`config.mk`:
```
export PLATFORM = sky130hd
export DESIGN_NAME = spi_flash_memory_map_controller
export DESIGN_NICKNAME = d
export VERILOG_FILES = /design/src/sv/sfmc_pkg.sv /design/src/sv/spi_flash_memory_map_controller.sv /design/src/sv/sfmc_sequencer.sv
export SDC_FILE = /design/constraint.sdc
export NUM_CORES = 1
export LEC_CHECK = 0
export CELL_PAD_IN_SITES_DETAIL_PLACEMENT = 2
export CELL_PAD_IN_SITES_GLOBAL_PLACEMENT = 2
export CORE_MARGIN = 2
export CORE_UTILIZATION = 46
export CTS_CLUSTER_SIZE = 14
export DETAILED_ROUTE_END_ITERATION = 10
export DONT_BUFFER_PORTS = 1
export PLACE_DENSITY = 0.91
export RECOVER_POWER = 25
export SYNTH_ARGS = -nofsm -noshare
export SYNTH_HDL_FRONTEND = slang
export SYNTH_SLANG_ARGS = --single-unit
```
`constraint.sdc`:
```
create_clock -name clock -period 22 [get_ports clock]
set_input_delay 3.3 -clock clock [delete_from_list [all_inputs] [get_ports clock]]
set_output_delay 3.3 -clock clock [all_outputs]
set_load 0.02 [all_outputs]
```
`src/sv/sfmc_pkg.sv`:
```
// Types, constants and step ROM of the SPI flash memory-mapped controller.
package sfmc_pkg;

   localparam int unsigned WINDOW_ADDRESS_BITS_DEFAULT = 24;

   // Bus and reply commands
   localparam logic [2:0] CMD_WIN_READ  = 3'd0;
   localparam logic [2:0] CMD_WIN_WRITE = 3'd1;
   localparam logic [2:0] CMD_REG_READ  = 3'd2;
   localparam logic [2:0] CMD_REG_WRITE = 3'd3;
   localparam logic [2:0] CMD_REPLY     = 3'd4;

   // Register offsets
   localparam logic [23:0] REG_DATA = 24'h000000;
   localparam logic [23:0] REG_QUAD = 24'h000002;
   localparam logic [23:0] REG_CTRL = 24'h000004;
   localparam logic [23:0] REG_CFG  = 24'h000008;

   localparam logic [31:0] CFG_RESET = 32'h0000_0003;

   typedef enum logic [1:0] {
      KIND_XFER  = 2'd0,
      KIND_READ  = 2'd1,
      KIND_WRITE = 2'd2
   } kind_type;

   typedef enum logic [1:0] {
      PH_IDLE  = 2'd0,
      PH_WREAD = 2'd1,
      PH_RREAD = 2'd2
   } phase_type;

   typedef struct packed {
      logic [2:0]  command;
      logic [23:0] address;
      logic [63:0] write_data;
      logic [3:0]  access_bytes;
      logic [7:0]  reply_byte;
   } req_type;

   typedef struct packed {
      kind_type    kind;
      logic [7:0]  send_byte;
      logic        chip_select_active;
      logic        wants_reply;
      logic [63:0] read_data;
      logic        last;
   } rsp_type;

   // Step ROM addresses
   typedef enum logic [4:0] {
      ST_R_OPC   = 5'd0,
      ST_R_ADDR  = 5'd1,
      ST_R_DUMMY = 5'd2,
      ST_R_REQ   = 5'd3,
      ST_W_OPC   = 5'd4,
      ST_W_ADDR  = 5'd5,
      ST_W_DUMMY = 5'd6,
      ST_W_DATA  = 5'd7,
      ST_W_DONE  = 5'd8,
      ST_RR_DATA = 5'd9,
      ST_RR_CTRL = 5'd10,
      ST_RR_CFG  = 5'd11,
      ST_RR_BAD  = 5'd12,
      ST_RW_DATA = 5'd13,
      ST_RW_DONE = 5'd14,
      ST_RP_MORE = 5'd15,
      ST_RP_DONE = 5'd16,
      ST_RP_REG  = 5'd17
   } step_type;

   typedef enum logic [2:0] {
      SEND_ZERO   = 3'd0,
      SEND_OPCODE = 3'd1,
      SEND_ADDR   = 3'd2,
      SEND_FF     = 3'd3,
      SEND_WDATA  = 3'd4,
      SEND_WLOW   = 3'd5
   } send_sel_type;

   typedef enum logic [1:0] {
      CS_LOW   = 2'd0,
      CS_HIGH  = 2'd1,
      CS_LEVEL = 2'd2
   } cs_sel_type;

   typedef enum logic [2:0] {
      DATA_ZERO  = 3'd0,
      DATA_CFG   = 3'd1,
      DATA_ONES  = 3'd2,
      DATA_ACC   = 3'd3,
      DATA_REPLY = 3'd4
   } data_sel_type;

   typedef enum logic {
      BR_NEXT       = 1'b0,
      BR_SKIP_DUMMY = 1'b1
   } branch_type;

   typedef enum logic [1:0] {
      CNT_NONE  = 2'd0,
      CNT_ADDR  = 2'd1,
      CNT_DUMMY = 2'd2,
      CNT_SIZE  = 2'd3
   } cnt_init_type;

   typedef struct packed {
      kind_type     kind;
      send_sel_type send_sel;
      cs_sel_type   cs_sel;
      logic         want;
      data_sel_type data_sel;
      logic         last;
      logic         loop;
      branch_type   branch;
      cnt_init_type cnt_init;
      step_type     target;
   } ctl_word_type;

   typedef struct packed {
      logic     start;
      step_type entry;
   } seq_cmd_type;

   typedef struct packed {
      logic       no_dummy;
      logic       four_byte;
      logic [2:0] size_m1;
   } seq_cond_type;

   // Byte-lane mask for an access of sz bytes (1 to 8).
   function automatic logic [63:0] size_mask(input logic [3:0] sz);
      logic [63:0] m;
      for (int i = 0; i < 8; i++) begin
         m[8*i +: 8] = (4'(i) < sz) ? 8'hff : 8'h00;
      end
      return m;
   endfunction

   // Control word for each step of the microprogram.
   function automatic ctl_word_type ucode(input step_type step);
      ctl_word_type w;
      w = '{kind: KIND_XFER, send_sel: SEND_ZERO, cs_sel: CS_HIGH, want: 1'b0,
            data_sel: DATA_ZERO, last: 1'b0, loop: 1'b0, branch: BR_NEXT,
            cnt_init: CNT_NONE, target: ST_R_OPC};
      unique case (step)
         ST_R_OPC: begin
            w.send_sel = SEND_OPCODE;
         end
         ST_R_ADDR: begin
            w.send_sel = SEND_ADDR;
            w.loop     = 1'b1;
            w.cnt_init = CNT_ADDR;
            w.branch   = BR_SKIP_DUMMY;
            w.target   = ST_R_REQ;
         end
         ST_R_DUMMY: begin
            w.send_sel = SEND_FF;
            w.loop     = 1'b1;
            w.cnt_init = CNT_DUMMY;
         end
         ST_R_REQ: begin
            w.want = 1'b1;
            w.last = 1'b1;
         end
         ST_W_OPC: begin
            w.send_sel = SEND_OPCODE;
         end
         ST_W_ADDR: begin
            w.send_sel = SEND_ADDR;
            w.loop     = 1'b1;
            w.cnt_init = CNT_ADDR;
            w.branch   = BR_SKIP_DUMMY;
            w.target   = ST_W_DATA;
         end
         ST_W_DUMMY: begin
            w.send_sel = SEND_FF;
            w.loop     = 1'b1;
            w.cnt_init = CNT_DUMMY;
         end
         ST_W_DATA: begin
            w.send_sel = SEND_WDATA;
            w.loop     = 1'b1;
            w.cnt_init = CNT_SIZE;
         end
         ST_W_DONE: begin
            w.kind   = KIND_WRITE;
            w.cs_sel = CS_LOW;
            w.last   = 1'b1;
         end
         ST_RR_DATA: begin
            w.cs_sel = CS_LEVEL;
            w.want   = 1'b1;
            w.last   = 1'b1;
         end
         ST_RR_CTRL: begin
            w.kind   = KIND_READ;
            w.cs_sel = CS_LEVEL;
            w.last   = 1'b1;
         end
         ST_RR_CFG: begin
            w.kind     = KIND_READ;
            w.cs_sel   = CS_LEVEL;
            w.data_sel = DATA_CFG;
            w.last     = 1'b1;
         end
         ST_RR_BAD: begin
            w.kind     = KIND_READ;
            w.cs_sel   = CS_LEVEL;
            w.data_sel = DATA_ONES;
            w.last     = 1'b1;
         end
         ST_RW_DATA: begin
            w.send_sel = SEND_WLOW;
            w.cs_sel   = CS_LEVEL;
         end
         ST_RW_DONE: begin
            w.kind   = KIND_WRITE;
            w.cs_sel = CS_LEVEL;
            w.last   = 1'b1;
         end
         ST_RP_MORE: begin
            w.want = 1'b1;
            w.last = 1'b1;
         end
         ST_RP_DONE: begin
            w.kind     = KIND_READ;
            w.cs_sel   = CS_LOW;
            w.data_sel = DATA_ACC;
            w.last     = 1'b1;
         end
         ST_RP_REG: begin
            w.kind     = KIND_READ;
            w.cs_sel   = CS_LEVEL;
            w.data_sel = DATA_REPLY;
            w.last     = 1'b1;
         end
         default: begin
            w.last = 1'b1;
         end
      endcase
      return w;
   endfunction

endpackage

```
`src/sv/spi_flash_memory_map_controller.sv`:
```
// Top level of the memory-mapped SPI flash controller.
//
//   channel | ports                              | direction | moves
//   --------+------------------------------------+-----------+------------------------------
//   req     | req_valid, req_stall, req_payload  | in        | bus access or SPI reply byte
//   rsp     | rsp_valid, rsp_stall, rsp_payload  | out       | SPI byte, read data, write done
//
// An accepted item is decoded in its transfer cycle into a start address of the step ROM;
// the sequencer then issues one result per cycle into the output register while that
// register is free or being taken, one ROM step (or one repeat of a looping step) per result.
// The longest item is an 8-byte window write with 4 address bytes and dummy bytes (22 results).
// req_stall stays high while the sequencer runs; rsp_stall only holds the output register
// and the step in progress. Reset is synchronous and clears all control state at once.
module spi_flash_memory_map_controller #(
   parameter int unsigned WINDOW_ADDRESS_BITS = sfmc_pkg::WINDOW_ADDRESS_BITS_DEFAULT
) (
   input  logic              clock,
   input  logic              reset,
   input  logic              req_valid,
   output logic              req_stall,
   input  sfmc_pkg::req_type req_payload,
   output logic              rsp_valid,
   input  logic              rsp_stall,
   output sfmc_pkg::rsp_type rsp_payload
);

   // Window address mask, at most 32 bits wide
   localparam logic [32:0] WIN_MASK_WIDE = (33'd1 << WINDOW_ADDRESS_BITS) - 33'd1;
   localparam logic [31:0] WIN_MASK      = WIN_MASK_WIDE[31:0];

   // Architectural state
   logic [31:0]         config_ff, config_in;
   logic                select_ff, select_in;
   sfmc_pkg::phase_type phase_ff, phase_in;
   logic [3:0]          remaining_ff, remaining_in;
   logic [63:0]         acc_ff, acc_in;
   logic [3:0]          pending_ff, pending_in;

   // Latched item fields for the running program
   logic [23:0] addr_ff, addr_in;
   logic [63:0] wdata_ff, wdata_in;
   logic [3:0]  size_ff, size_in;
   logic [7:0]  reply_ff, reply_in;

   // Output register
   logic              rsp_valid_ff, rsp_valid_in;
   sfmc_pkg::rsp_type rsp_ff, rsp_in;

   // Sequencer interface
   sfmc_pkg::seq_cmd_type  seq_cmd;
   sfmc_pkg::seq_cond_type seq_cond;
   sfmc_pkg::ctl_word_type seq_ctl;
   logic [2:0]             seq_cnt;
   logic                   seq_busy;
   logic                   emit;

   logic       accept;
   logic [3:0] size_norm;
   logic [3:0] reg_size_norm;
   logic [2:0] acc_idx;
   logic [3:0] remaining_dec;

   // Emit-side helpers
   logic [31:0] win_addr;
   logic [3:0]  reg_size;
   logic [2:0]  wdata_idx;
   logic [7:0]  send_mux;
   logic        cs_mux;
   logic [63:0] data_mux;

   assign accept    = req_valid && !req_stall;
   assign req_stall = seq_busy;
   assign emit      = seq_busy && (!rsp_valid_ff || !rsp_stall);

   assign rsp_valid   = rsp_valid_ff;
   assign rsp_payload = rsp_ff;

   assign seq_cond.no_dummy  = (config_ff[10:8] == 3'd0);
   assign seq_cond.four_byte = config_ff[13];
   assign seq_cond.size_m1   = 3'(size_ff - 4'd1);

   sfmc_sequencer u_sequencer (
      .clock       (clock),
      .reset       (reset),
      .seq_cmd     (seq_cmd),
      .seq_cond    (seq_cond),
      .seq_advance (emit),
      .seq_ctl     (seq_ctl),
      .seq_cnt     (seq_cnt),
      .seq_busy    (seq_busy)
   );

   // Clamp access size: zero counts as one, above eight as eight, registers to four
   always_comb begin
      if (req_payload.access_bytes == 4'd0) begin
         size_norm = 4'd1;
      end else if (req_payload.access_bytes > 4'd8) begin
         size_norm = 4'd8;
      end else begin
         size_norm = req_payload.access_bytes;
      end
      reg_size_norm = (size_norm > 4'd4) ? 4'd4 : size_norm;
   end

   assign acc_idx       = 3'(pending_ff - remaining_ff);
   assign remaining_dec = remaining_ff - 4'd1;

   // Decode the accepted item: update state and pick the microprogram entry
   always_comb begin
      config_in     = config_ff;
      select_in     = select_ff;
      phase_in      = phase_ff;
      remaining_in  = remaining_ff;
      acc_in        = acc_ff;
      pending_in    = pending_ff;
      addr_in       = addr_ff;
      wdata_in      = wdata_ff;
      size_in       = size_ff;
      reply_in      = reply_ff;
      seq_cmd.start = 1'b0;
      seq_cmd.entry = sfmc_pkg::ST_R_OPC;

      if (accept) begin
         addr_in  = req_payload.address;
         wdata_in = req_payload.write_data;
         size_in  = size_norm;
         reply_in = req_payload.reply_byte;

         if (req_payload.command == sfmc_pkg::CMD_REPLY) begin
            // Replies count only while one is awaited
            if (phase_ff == sfmc_pkg::PH_WREAD) begin
               acc_in[{acc_idx, 3'b000} +: 8] =
                  acc_ff[{acc_idx, 3'b000} +: 8] | req_payload.reply_byte;
               remaining_in  = remaining_dec;
               seq_cmd.start = 1'b1;
               if (remaining_dec != 4'd0) begin
                  seq_cmd.entry = sfmc_pkg::ST_RP_MORE;
               end else begin
                  select_in     = 1'b0;
                  phase_in      = sfmc_pkg::PH_IDLE;
                  seq_cmd.entry = sfmc_pkg::ST_RP_DONE;
               end
            end else if (phase_ff == sfmc_pkg::PH_RREAD) begin
               phase_in      = sfmc_pkg::PH_IDLE;
               seq_cmd.start = 1'b1;
               seq_cmd.entry = sfmc_pkg::ST_RP_REG;
            end
         end else if (phase_ff == sfmc_pkg::PH_IDLE) begin
            // Bus accesses while a reply is awaited are dropped
            unique case (req_payload.command)
               sfmc_pkg::CMD_WIN_READ: begin
                  select_in     = 1'b1;
                  phase_in      = sfmc_pkg::PH_WREAD;
                  remaining_in  = size_norm;
                  pending_in    = size_norm;
                  acc_in        = 64'd0;
                  seq_cmd.start = 1'b1;
                  seq_cmd.entry = sfmc_pkg::ST_R_OPC;
               end
               sfmc_pkg::CMD_WIN_WRITE: begin
                  // Chip select drops at the end; the program drives it for the transfers
                  select_in     = 1'b0;
                  seq_cmd.start = 1'b1;
                  seq_cmd.entry = sfmc_pkg::ST_W_OPC;
               end
               sfmc_pkg::CMD_REG_READ: begin
                  seq_cmd.start = 1'b1;
                  if (req_payload.address <= sfmc_pkg::REG_QUAD) begin
                     phase_in      = sfmc_pkg::PH_RREAD;
                     pending_in    = reg_size_norm;
                     seq_cmd.entry = sfmc_pkg::ST_RR_DATA;
                  end else if (req_payload.address == sfmc_pkg::REG_CTRL) begin
                     seq_cmd.entry = sfmc_pkg::ST_RR_CTRL;
                  end else if (req_payload.address == sfmc_pkg::REG_CFG) begin
                     seq_cmd.entry = sfmc_pkg::ST_RR_CFG;
                  end else begin
                     seq_cmd.entry = sfmc_pkg::ST_RR_BAD;
                  end
               end
               sfmc_pkg::CMD_REG_WRITE: begin
                  seq_cmd.start = 1'b1;
                  seq_cmd.entry = sfmc_pkg::ST_RW_DONE;
                  if (req_payload.address == sfmc_pkg::REG_DATA) begin
                     seq_cmd.entry = sfmc_pkg::ST_RW_DATA;
                  end else if (req_payload.address == sfmc_pkg::REG_CTRL) begin
                     if (req_payload.write_data[0]) begin
                        // Soft reset: restore every state entry
                        config_in    = sfmc_pkg::CFG_RESET;
                        select_in    = 1'b0;
                        phase_in     = sfmc_pkg::PH_IDLE;
                        remaining_in = 4'd0;
                        acc_in       = 64'd0;
                        pending_in   = 4'd0;
                     end else begin
                        select_in = req_payload.write_data[1];
                     end
                  end else if (req_payload.address == sfmc_pkg::REG_CFG) begin
                     config_in = req_payload.write_data[31:0];
                  end
               end
               default: begin
                  seq_cmd.start = 1'b0;
               end
            endcase
         end
      end
   end

   // Datapath driven by the current control word
   assign win_addr  = {8'd0, addr_ff} & WIN_MASK;
   assign reg_size  = (size_ff > 4'd4) ? 4'd4 : size_ff;
   assign wdata_idx = 3'(size_ff - 4'd1 - {1'b0, seq_cnt});

   always_comb begin
      unique case (seq_ctl.send_sel)
         sfmc_pkg::SEND_ZERO:   send_mux = 8'h00;
         sfmc_pkg::SEND_OPCODE: send_mux = {1'b0, config_ff[6:0]};
         sfmc_pkg::SEND_ADDR:   send_mux = win_addr[{seq_cnt[1:0], 3'b000} +: 8];
         sfmc_pkg::SEND_FF:     send_mux = 8'hff;
         sfmc_pkg::SEND_WDATA:  send_mux = wdata_ff[{wdata_idx, 3'b000} +: 8];
         sfmc_pkg::SEND_WLOW:   send_mux = wdata_ff[7:0];
         default:               send_mux = 8'h00;
      endcase

      unique case (seq_ctl.cs_sel)
         sfmc_pkg::CS_LOW:   cs_mux = 1'b0;
         sfmc_pkg::CS_HIGH:  cs_mux = 1'b1;
         sfmc_pkg::CS_LEVEL: cs_mux = select_ff;
         default:            cs_mux = 1'b0;
      endcase

      unique case (seq_ctl.data_sel)
         sfmc_pkg::DATA_ZERO:  data_mux = 64'd0;
         sfmc_pkg::DATA_CFG:   data_mux = {32'd0, config_ff} & sfmc_pkg::size_mask(reg_size);
         sfmc_pkg::DATA_ONES:  data_mux = sfmc_pkg::size_mask(reg_size);
         sfmc_pkg::DATA_ACC:   data_mux = acc_ff;
         sfmc_pkg::DATA_REPLY: data_mux = {56'd0, reply_ff} & sfmc_pkg::size_mask(pending_ff);
         default:              data_mux = 64'd0;
      endcase
   end

   // Load the output register on each step; drop valid once the transfer is taken
   always_comb begin
      rsp_in       = rsp_ff;
      rsp_valid_in = rsp_valid_ff;
      if (emit) begin
         rsp_valid_in              = 1'b1;
         rsp_in.kind               = seq_ctl.kind;
         rsp_in.send_byte          = send_mux;
         rsp_in.chip_select_active = cs_mux;
         rsp_in.wants_reply        = seq_ctl.want;
         rsp_in.read_data          = data_mux;
         rsp_in.last               = seq_ctl.last && !(seq_ctl.loop && seq_cnt != 3'd0);
      end else if (!rsp_stall) begin
         rsp_valid_in = 1'b0;
      end
   end

   always_ff @(posedge clock) begin
      if (reset) begin
         config_ff    <= sfmc_pkg::CFG_RESET;
         select_ff    <= 1'b0;
         phase_ff     <= sfmc_pkg::PH_IDLE;
         remaining_ff <= 4'd0;
         acc_ff       <= 64'd0;
         pending_ff   <= 4'd0;
         rsp_valid_ff <= 1'b0;
      end else begin
         config_ff    <= config_in;
         select_ff    <= select_in;
         phase_ff     <= phase_in;
         remaining_ff <= remaining_in;
         acc_ff       <= acc_in;
         pending_ff   <= pending_in;
         rsp_valid_ff <= rsp_valid_in;
      end
   end

   always_ff @(posedge clock) begin
      addr_ff  <= addr_in;
      wdata_ff <= wdata_in;
      size_ff  <= size_in;
      reply_ff <= reply_in;
      rsp_ff   <= rsp_in;
   end

endmodule

```
`src/sv/sfmc_sequencer.sv`:
```
// Microcode sequencer: step counter, repeat counter and step ROM.
module sfmc_sequencer (
   input  logic                  clock,
   input  logic                  reset,
   input  sfmc_pkg::seq_cmd_type seq_cmd,
   input  sfmc_pkg::seq_cond_type seq_cond,
   input  logic                  seq_advance,
   output sfmc_pkg::ctl_word_type seq_ctl,
   output logic [2:0]            seq_cnt,
   output logic                  seq_busy
);

   sfmc_pkg::step_type     pc_ff, pc_in, dest;
   logic [2:0]             cnt_ff, cnt_in, dest_cnt;
   logic                   busy_ff, busy_in;
   sfmc_pkg::ctl_word_type dest_word;

   assign seq_ctl  = sfmc_pkg::ucode(pc_ff);
   assign seq_cnt  = cnt_ff;
   assign seq_busy = busy_ff;

   assign dest = (seq_ctl.branch == sfmc_pkg::BR_SKIP_DUMMY && seq_cond.no_dummy)
                 ? seq_ctl.target : sfmc_pkg::step_type'(pc_ff + 5'd1);
   assign dest_word = sfmc_pkg::ucode(dest);

   always_comb begin
      unique case (dest_word.cnt_init)
         sfmc_pkg::CNT_NONE:  dest_cnt = 3'd0;
         sfmc_pkg::CNT_ADDR:  dest_cnt = seq_cond.four_byte ? 3'd3 : 3'd2;
         sfmc_pkg::CNT_DUMMY: dest_cnt = 3'd7;
         sfmc_pkg::CNT_SIZE:  dest_cnt = seq_cond.size_m1;
         default:             dest_cnt = 3'd0;
      endcase
   end

   always_comb begin
      pc_in   = pc_ff;
      cnt_in  = cnt_ff;
      busy_in = busy_ff;
      if (seq_cmd.start) begin
         pc_in   = seq_cmd.entry;
         cnt_in  = 3'd0;
         busy_in = 1'b1;
      end else if (seq_advance) begin
         if (seq_ctl.loop && cnt_ff != 3'd0) begin
            cnt_in = cnt_ff - 3'd1;
         end else if (seq_ctl.last) begin
            busy_in = 1'b0;
         end else begin
            pc_in  = dest;
            cnt_in = dest_cnt;
         end
      end
   end

   always_ff @(posedge clock) begin
      if (reset) begin
         pc_ff   <= sfmc_pkg::ST_R_OPC;
         cnt_ff  <= 3'd0;
         busy_ff <= 1'b0;
      end else begin
         pc_ff   <= pc_in;
         cnt_ff  <= cnt_in;
         busy_ff <= busy_in;
      end
   end

endmodule

```
# Yosys cells after proc, flatten, opt, wreduce, memory -nomap -nowiden
# Cells that the tools add are included.
classes:
  magnitude_cmp: 20
  eq_ne: 60
  n_reduce_logical: 50
  bitwise: 5
  div: 0
  addsub: 7
  multipliers: 0
  n_mux: 98
  n_shift: 5
ops:
  columns: ["op", "n"]
  rows:
  - ["$mux 64", 6]
  - ["$pmux 64 s4", 1]
  - ["$mux 8", 16]
  - ["$pmux 64 s2", 1]
  - ["$shiftx 64x7->8", 2]
  - ["$mux 32", 3]
  - ["$and 32x64->64", 1]
  - ["$and 8x64->64", 1]
  - ["$bwmux 64", 1]
  - ["$shift 8x8->64 const A", 1]
  - ["$shiftx 8x8->64", 1]
  - ["$mux 4", 11]
  - ["$eq 5x4->1 const B", 8]
  - ["$mux 5", 8]
  - ["$pmux 8 s5", 1]
  - ["$eq 5x3->1 const B", 7]
  - ["$lt 3x4->1 const A", 8]
  - ["$shiftx 32x6->8", 1]
  - ["$mux 6", 5]
  - ["$eq 24x3->1 const B", 1]
  - ["$eq 24x4->1 const B", 1]
  - ["$le 24x2->1 const B", 1]
  - ["$logic_not 24->1", 1]
  - ["$pmux 3 s4", 2]
  - ["56 further kinds", 156]
totals:
  memories: 0
  in_bits: 107
  latchBits: 0
  ff_bits: 294
  output_inout_bits: 79
  mem_bits_rw: 0
  word_cells: 265
  rom_bits: 0

# Depth between registers and ports, before layout
logic_depth:
  depth_word: 12
  depth_mapped: 16

# Cells and area by module
# A second synthesis with hierarchy kept.
unflattened:
  hier_cells: 1094
  hier_area_um2: 13216.4
by_module_without_submodules:
  columns: ["module", "seq_area_each_um2", "area_per_inst_um2", "cells_per_inst", "n_inst"]
  rows:
  - ["spi_flash_memory_map_controller", 7477.2, 12079.1, 937, 1]
  - ["sfmc_sequencer", 180.2, 1137.3, 157, 1]

# Worst setup path after synthesis
# OpenSTA, ideal clock, no wires.
synth_path:
  path_type: "input -> register"
  from: "input port req_valid"
  to: "register u_sequencer.pc_ff[4]"
  t_arrival_ns: 9.431
  slack_ns: 12.499
  stages: 7
  required_time_ns: 21.930
  cell_sequence: "nor2b_1 > nand2_1 > o21ai_1 > clkbuf_1 > o21ai_0 > a211o_1 > a21oi_1"
synth_via:
  elab_chain_len: 4
synth_lines:
  columns: ["item", "line", "rtl"]
  rows:
  - ["start, declared", "spi_flash_memory_map_controller.sv:19", "input logic req_valid,"]
  - ["$logic_and 1x1->1 *", "spi_flash_memory_map_controller.sv:71", "assign accept = req_valid && !req_stall;"]
  - ["$mux 6 *", "spi_flash_memory_map_controller.sv:123", "if (accept) begin"]
  - ["$ne 2x2->1 (no source line) or $reduce_bool 2->1 (tied branches)", null, null]
  - ["$reduce_and 3->1 (no source line)", null, null]
  - ["end signal, assigned", "sfmc_sequencer.sv:58", "pc_ff <= sfmc_pkg::ST_R_OPC;"]
  - ["end signal, assigned", "sfmc_sequencer.sv:62", "pc_ff <= pc_in;"]
  - ["end, declared", "sfmc_sequencer.sv:13", "sfmc_pkg::step_type pc_ff, pc_in, dest;"]
# Every way passes the cells marked *; elsewhere a longest branch is shown, timed or not.
# A chain may end at the register's enable or synchronous reset.

# Worst setup path after layout
layout_path:
  from: "input port req_payload[102] (netlist bit)"
  to: "register acc_ff[32]"
layout_via:
  elab_chain_len: 4
layout_lines:
  columns: ["item", "line", "rtl"]
  rows:
  - ["start, declared", "spi_flash_memory_map_controller.sv:21", "input sfmc_pkg::req_type req_payload,"]
  - ["$eq 3x2->1 or $logic_not 3->1 (tied branches)", "spi_flash_memory_map_controller.sv:150", "unique case (req_payload.command)"]
  - ["$pmux 64 s2", "spi_flash_memory_map_controller.sv:150", null]
  - ["$mux 64", "spi_flash_memory_map_controller.sv:148", "end else if (phase_ff == sfmc_pkg::PH_IDLE) begin"]
  - ["$mux 64", "spi_flash_memory_map_controller.sv:129", "if (req_payload.command == sfmc_pkg::CMD_REPLY) begin"]
  - ["end signal, assigned", "spi_flash_memory_map_controller.sv:273", "acc_ff <= acc_in;"]
  - ["end, declared", "spi_flash_memory_map_controller.sv:36", "logic [63:0] acc_ff, acc_in;"]
# Several ways; a longest one is shown, not always the timed one. The select of a mux whose other input is x is not followed.

==> key figures <==
Timing
  – Minimum clock period: between 6000 and 7000 ps
  – Relative slew margins: -1.07
  – Worst-margin pin slew: roughly 3100 ps
  – TNS Setup: 0 ps
  – Final setup vio count: 0
  – Hold WS: 489 ps
  – Fin Clk Skew: around 19 ps
  – Fmax: between 150 and 200 MHz
  – Final Hold Vio Count: 0
  – Final Cycle Share: 0.276
  – RSZ-0062 raised after global routing: no
  – Pins Over Slew Limit: between 60 and 70

CTS
  – Clock slew at reported path FFs: 70 ps
  – H-tree depth: 1
  – Cts hold-fix bufs: 0
  – Clock Latency Late Sink: 590 ps
  – Clock root cell: clkbuf_16
  – CTS tree: done
  – TritonCTS sink count: 294
  – Post-cts sizing count: 0
  – Buffer count from post-CTS setup fixing: 0
  – Total CTS buffers: 31
  – Clock Tree Buf Depth: 3

Worst setup path
  – Crit-path leading delay family: simple AND/OR/NAND/NOR gates
  – Reg2reg setup slack: roughly 17,000 ps
  – Worst setup EP type: flop
  – Crit Reg-Reg Endpoint: rsp_payload[1]$_SDFFCE_PN0P_
  – Crit path max fanout: 23
  – Worst endpoint required time: between 20,000 and 25,000 ps
  – Critical R2R Launch: u_sequencer.pc_ff[0]$_SDFFE_PP0P_
  – Worst setup SP type: primary input
  – Cell Chain, Critical Path: inv_2 > nor3_4 > o21ai_1 > and4bb_4 > a21boi_1 > mux2i_1
  – R2R cell count: 7
  – Worst path depth: 6
  – WP buf/inv: 1
  – Worst path slowest cell: a21boi_1
  – Slowest cell delay on critical path: around 1100 ps
  – Data arrival time of the worst path: between 6000 and 7000 ps
  – Critical path type: in2reg

Drt
  – DRT iter0 DRCs: ~1,000
  – Routed len/inst: roughly 36 microns
  – Vias post-DR: approximately 10,000
  – ANT nets after route: 0
  – DRT Wirelength: between 50,000 and 60,000 microns
  – DRC viols: 0
  – Vias/cell: about 7
  – Drt first pass iters: 5

Placement
  – Dpl cell area: roughly 14,000 sq um
  – HPWL Detailed: roughly 35,000 microns
  – GP Congestion: between 0.8 and 0.9
  – Buffers on Ports: 0

Pwr
  – Pwr Density: approximately 90 nW/um^2
  – Net Sw Frac: 0.280
  – Power Internal: approximately 0.95 mW
  – Clock share of power: 0.404
  – LEAKAGE: just over 5 nW
  – Max VDD drop: roughly 0.064 mV
  – Net Switching: between 0.3 and 0.4 mW
  – Logic gate share of total power: 0.110
  – Sequential power share: 0.486

Yosys
  – Post-synth top cells: edfxtp_1 (177), dfxtp_1 (117), nand2_1 (86)
  – Post-synth EDFFs: 177
  – Post-Syn Nets: 1,220
  – Synth area leader: edfxtp_1
  – Netlist cell types: 85
  – Asr flop ratio synth: 0
  – Sequential cell area fraction in the yosys report: 0.571
  – Yosys top cell area share: 0.397
  – Count leader, synth: edfxtp_1
  – Top post-synthesis cells by area: edfxtp_1 (40%), dfxtp_1 (17%), mux4_2 (5.4%), o2bb2ai_1 (3.1%), nand2_1 (2.4%)
  – Post-synthesis register bit count: between 200 and 300
  – Top FF cell, synth: edfxtp_1
  – Post-Syn Area per Cell: approximately 12 sq um
  – Mapped Cells: ~1,100
  – Synth Warn #: 0
  – Mapped Area: approximately 13,000 sq um

GRT
  – Vias in the first global route: between 10,000 and 15,000
  – GRT overflow: 0
  – Largest net degree at the start of global routing: 86
  – Total GRT Usage: 0.345
  – Initial antenna violation count: 5
  – Global-route wire length before repair: 77,600 microns

Job
  – Max capacitance violation total: 1

Floorplanning
  – I/O pins: 186
  – Placement Rows: 62
  – Die width: around 170 microns
  – Core area: between 20,000 and 30,000 sq um
  – Initial Utilization: 0.467
  – Die H: between 150 and 200 microns
  – Die area: slightly above 30,000 sq um

Final layout
  – Share of cells above drive strength 1: 0.122
  – Post-route cell area: ~15,000 sq um
  – Layout area overhead: 9.42%
  – Nets: approximately 1,200

Worst hold path
  – Hold path startpoint: pending_ff[3]$_SDFFE_PP0P_
  – Worst hold path depth: 2
  – Worst min path class: reg2reg
  – Hold EP: pending_ff[3]$_SDFFE_PP0P_

Outcome
  – Failing checks: max-capacitance violations, max-slew violations
  – Outcome: complete, but fails checks
metrics by stage:
step                utilization  setup slack [ps]  cells  total power [mW]
floorplan                     -             12500   1093             0.746
global placement          0.476             15880   1420             0.772
detailed placement        0.476             15540   1420             0.787
CTS                       0.511             15970   1478              1.31
global route              0.511             15840   1482              1.35
finish                    0.511             15920   1483              1.32
sequential cells by signal, summed over array words and instances (netlist names), 4 cells and up:
name               cells
wdata_ff              64
rsp_payload           77
size_ff                4
remaining_ff           4
addr_ff               24
reply_ff               8
pending_ff             4
config_ff             32
acc_ff                64
u_sequencer.pc_ff      5
worst min-delay path, cell delays in order, from the launching register on:
cell and delay [ps]:
dfxtp_1 310, o21ai_0 70, a21oi_1 70
worst max-delay path by stage:
stage          slack (ps)                                end        startpoint
2_1_floorplan       12500  u_sequencer.pc_ff[4]$_SDFFE_PP0P_         req_valid
3_3_place_gp        15880            acc_ff[32]$_SDFFE_PP0P_  req_payload[102]
3_5_place_dp        15540            acc_ff[32]$_SDFFE_PP0P_  req_payload[102]
4_1_cts             15970            acc_ff[32]$_SDFFE_PP0P_  req_payload[102]
5_1_grt             15840            acc_ff[32]$_SDFFE_PP0P_  req_payload[102]
6_report            15920            acc_ff[32]$_SDFFE_PP0P_  req_payload[102]
layer usage:
layer / track usage / part of all wire / vias to the layer above
met2: 0.595 / 0.49 / 631
met1: 0.398 / 0.36 / 5263
met4: 0.178 / 0.059 / 0
met3: 0.0875 / 0.083 / 187
met5: 0 / 0 / -
li1: - / - / 4167
power groups by stage:
stage,registers (mW),logic (mW),clock network (mW)
final,0.640,0.146,0.532
after global routing,0.641,0.153,0.551
after CTS,0.640,0.143,0.531
after detailed placement,0.650,0.137,0
after global placement,0.647,0.125,0
after floorplan,0.643,0.102,0
kinds of logic (layout without fill, tap and decap cells):
kind of cell | after synthesis | in the layout | share of synthesized area
muxes | 56 | 56 | 0.0717
AOI/OAI and AO/OA | 297 | 297 | 0.170
other | 0 | 5 | 0
xor gates and xnor gates | 6 | 6 | 0.00532
and+or+nand+nor | 322 | 322 | 0.131
DFF | 294 | 294 | 0.571
buffers and inverters | 98 | 99 | 0.0310
adders and majority gates | 20 | 20 | 0.0198
final cells by class:
type                    instances  area (sq um)
inverters                      31           118
fillers                      2752         14000
well taps                     384           480
repair buffers                 10          71.3
multi-input cells             701          5340
diodes                          5          12.5
flip-flops and latches        294          7660
clock buffers                  43           862
clock inverters                15           125
cells in the final DEF (no fill, tap or decap), types with 19 or more instances in the layout:
cell       instances
dfxtp_1          117
nand2b_1          23
nor2b_1           19
inv_1             28
mux4_2            32
nor2_1            53
mux2i_1           24
clkbuf_16         32
a21oi_1           56
a21o_1            29
nand3_1           56
a221o_1           24
nand2_1           86
o21ai_0           23
o2bb2ai_1         48
edfxtp_1         177
Note: power is estimated with default switching activity, not from simulation.
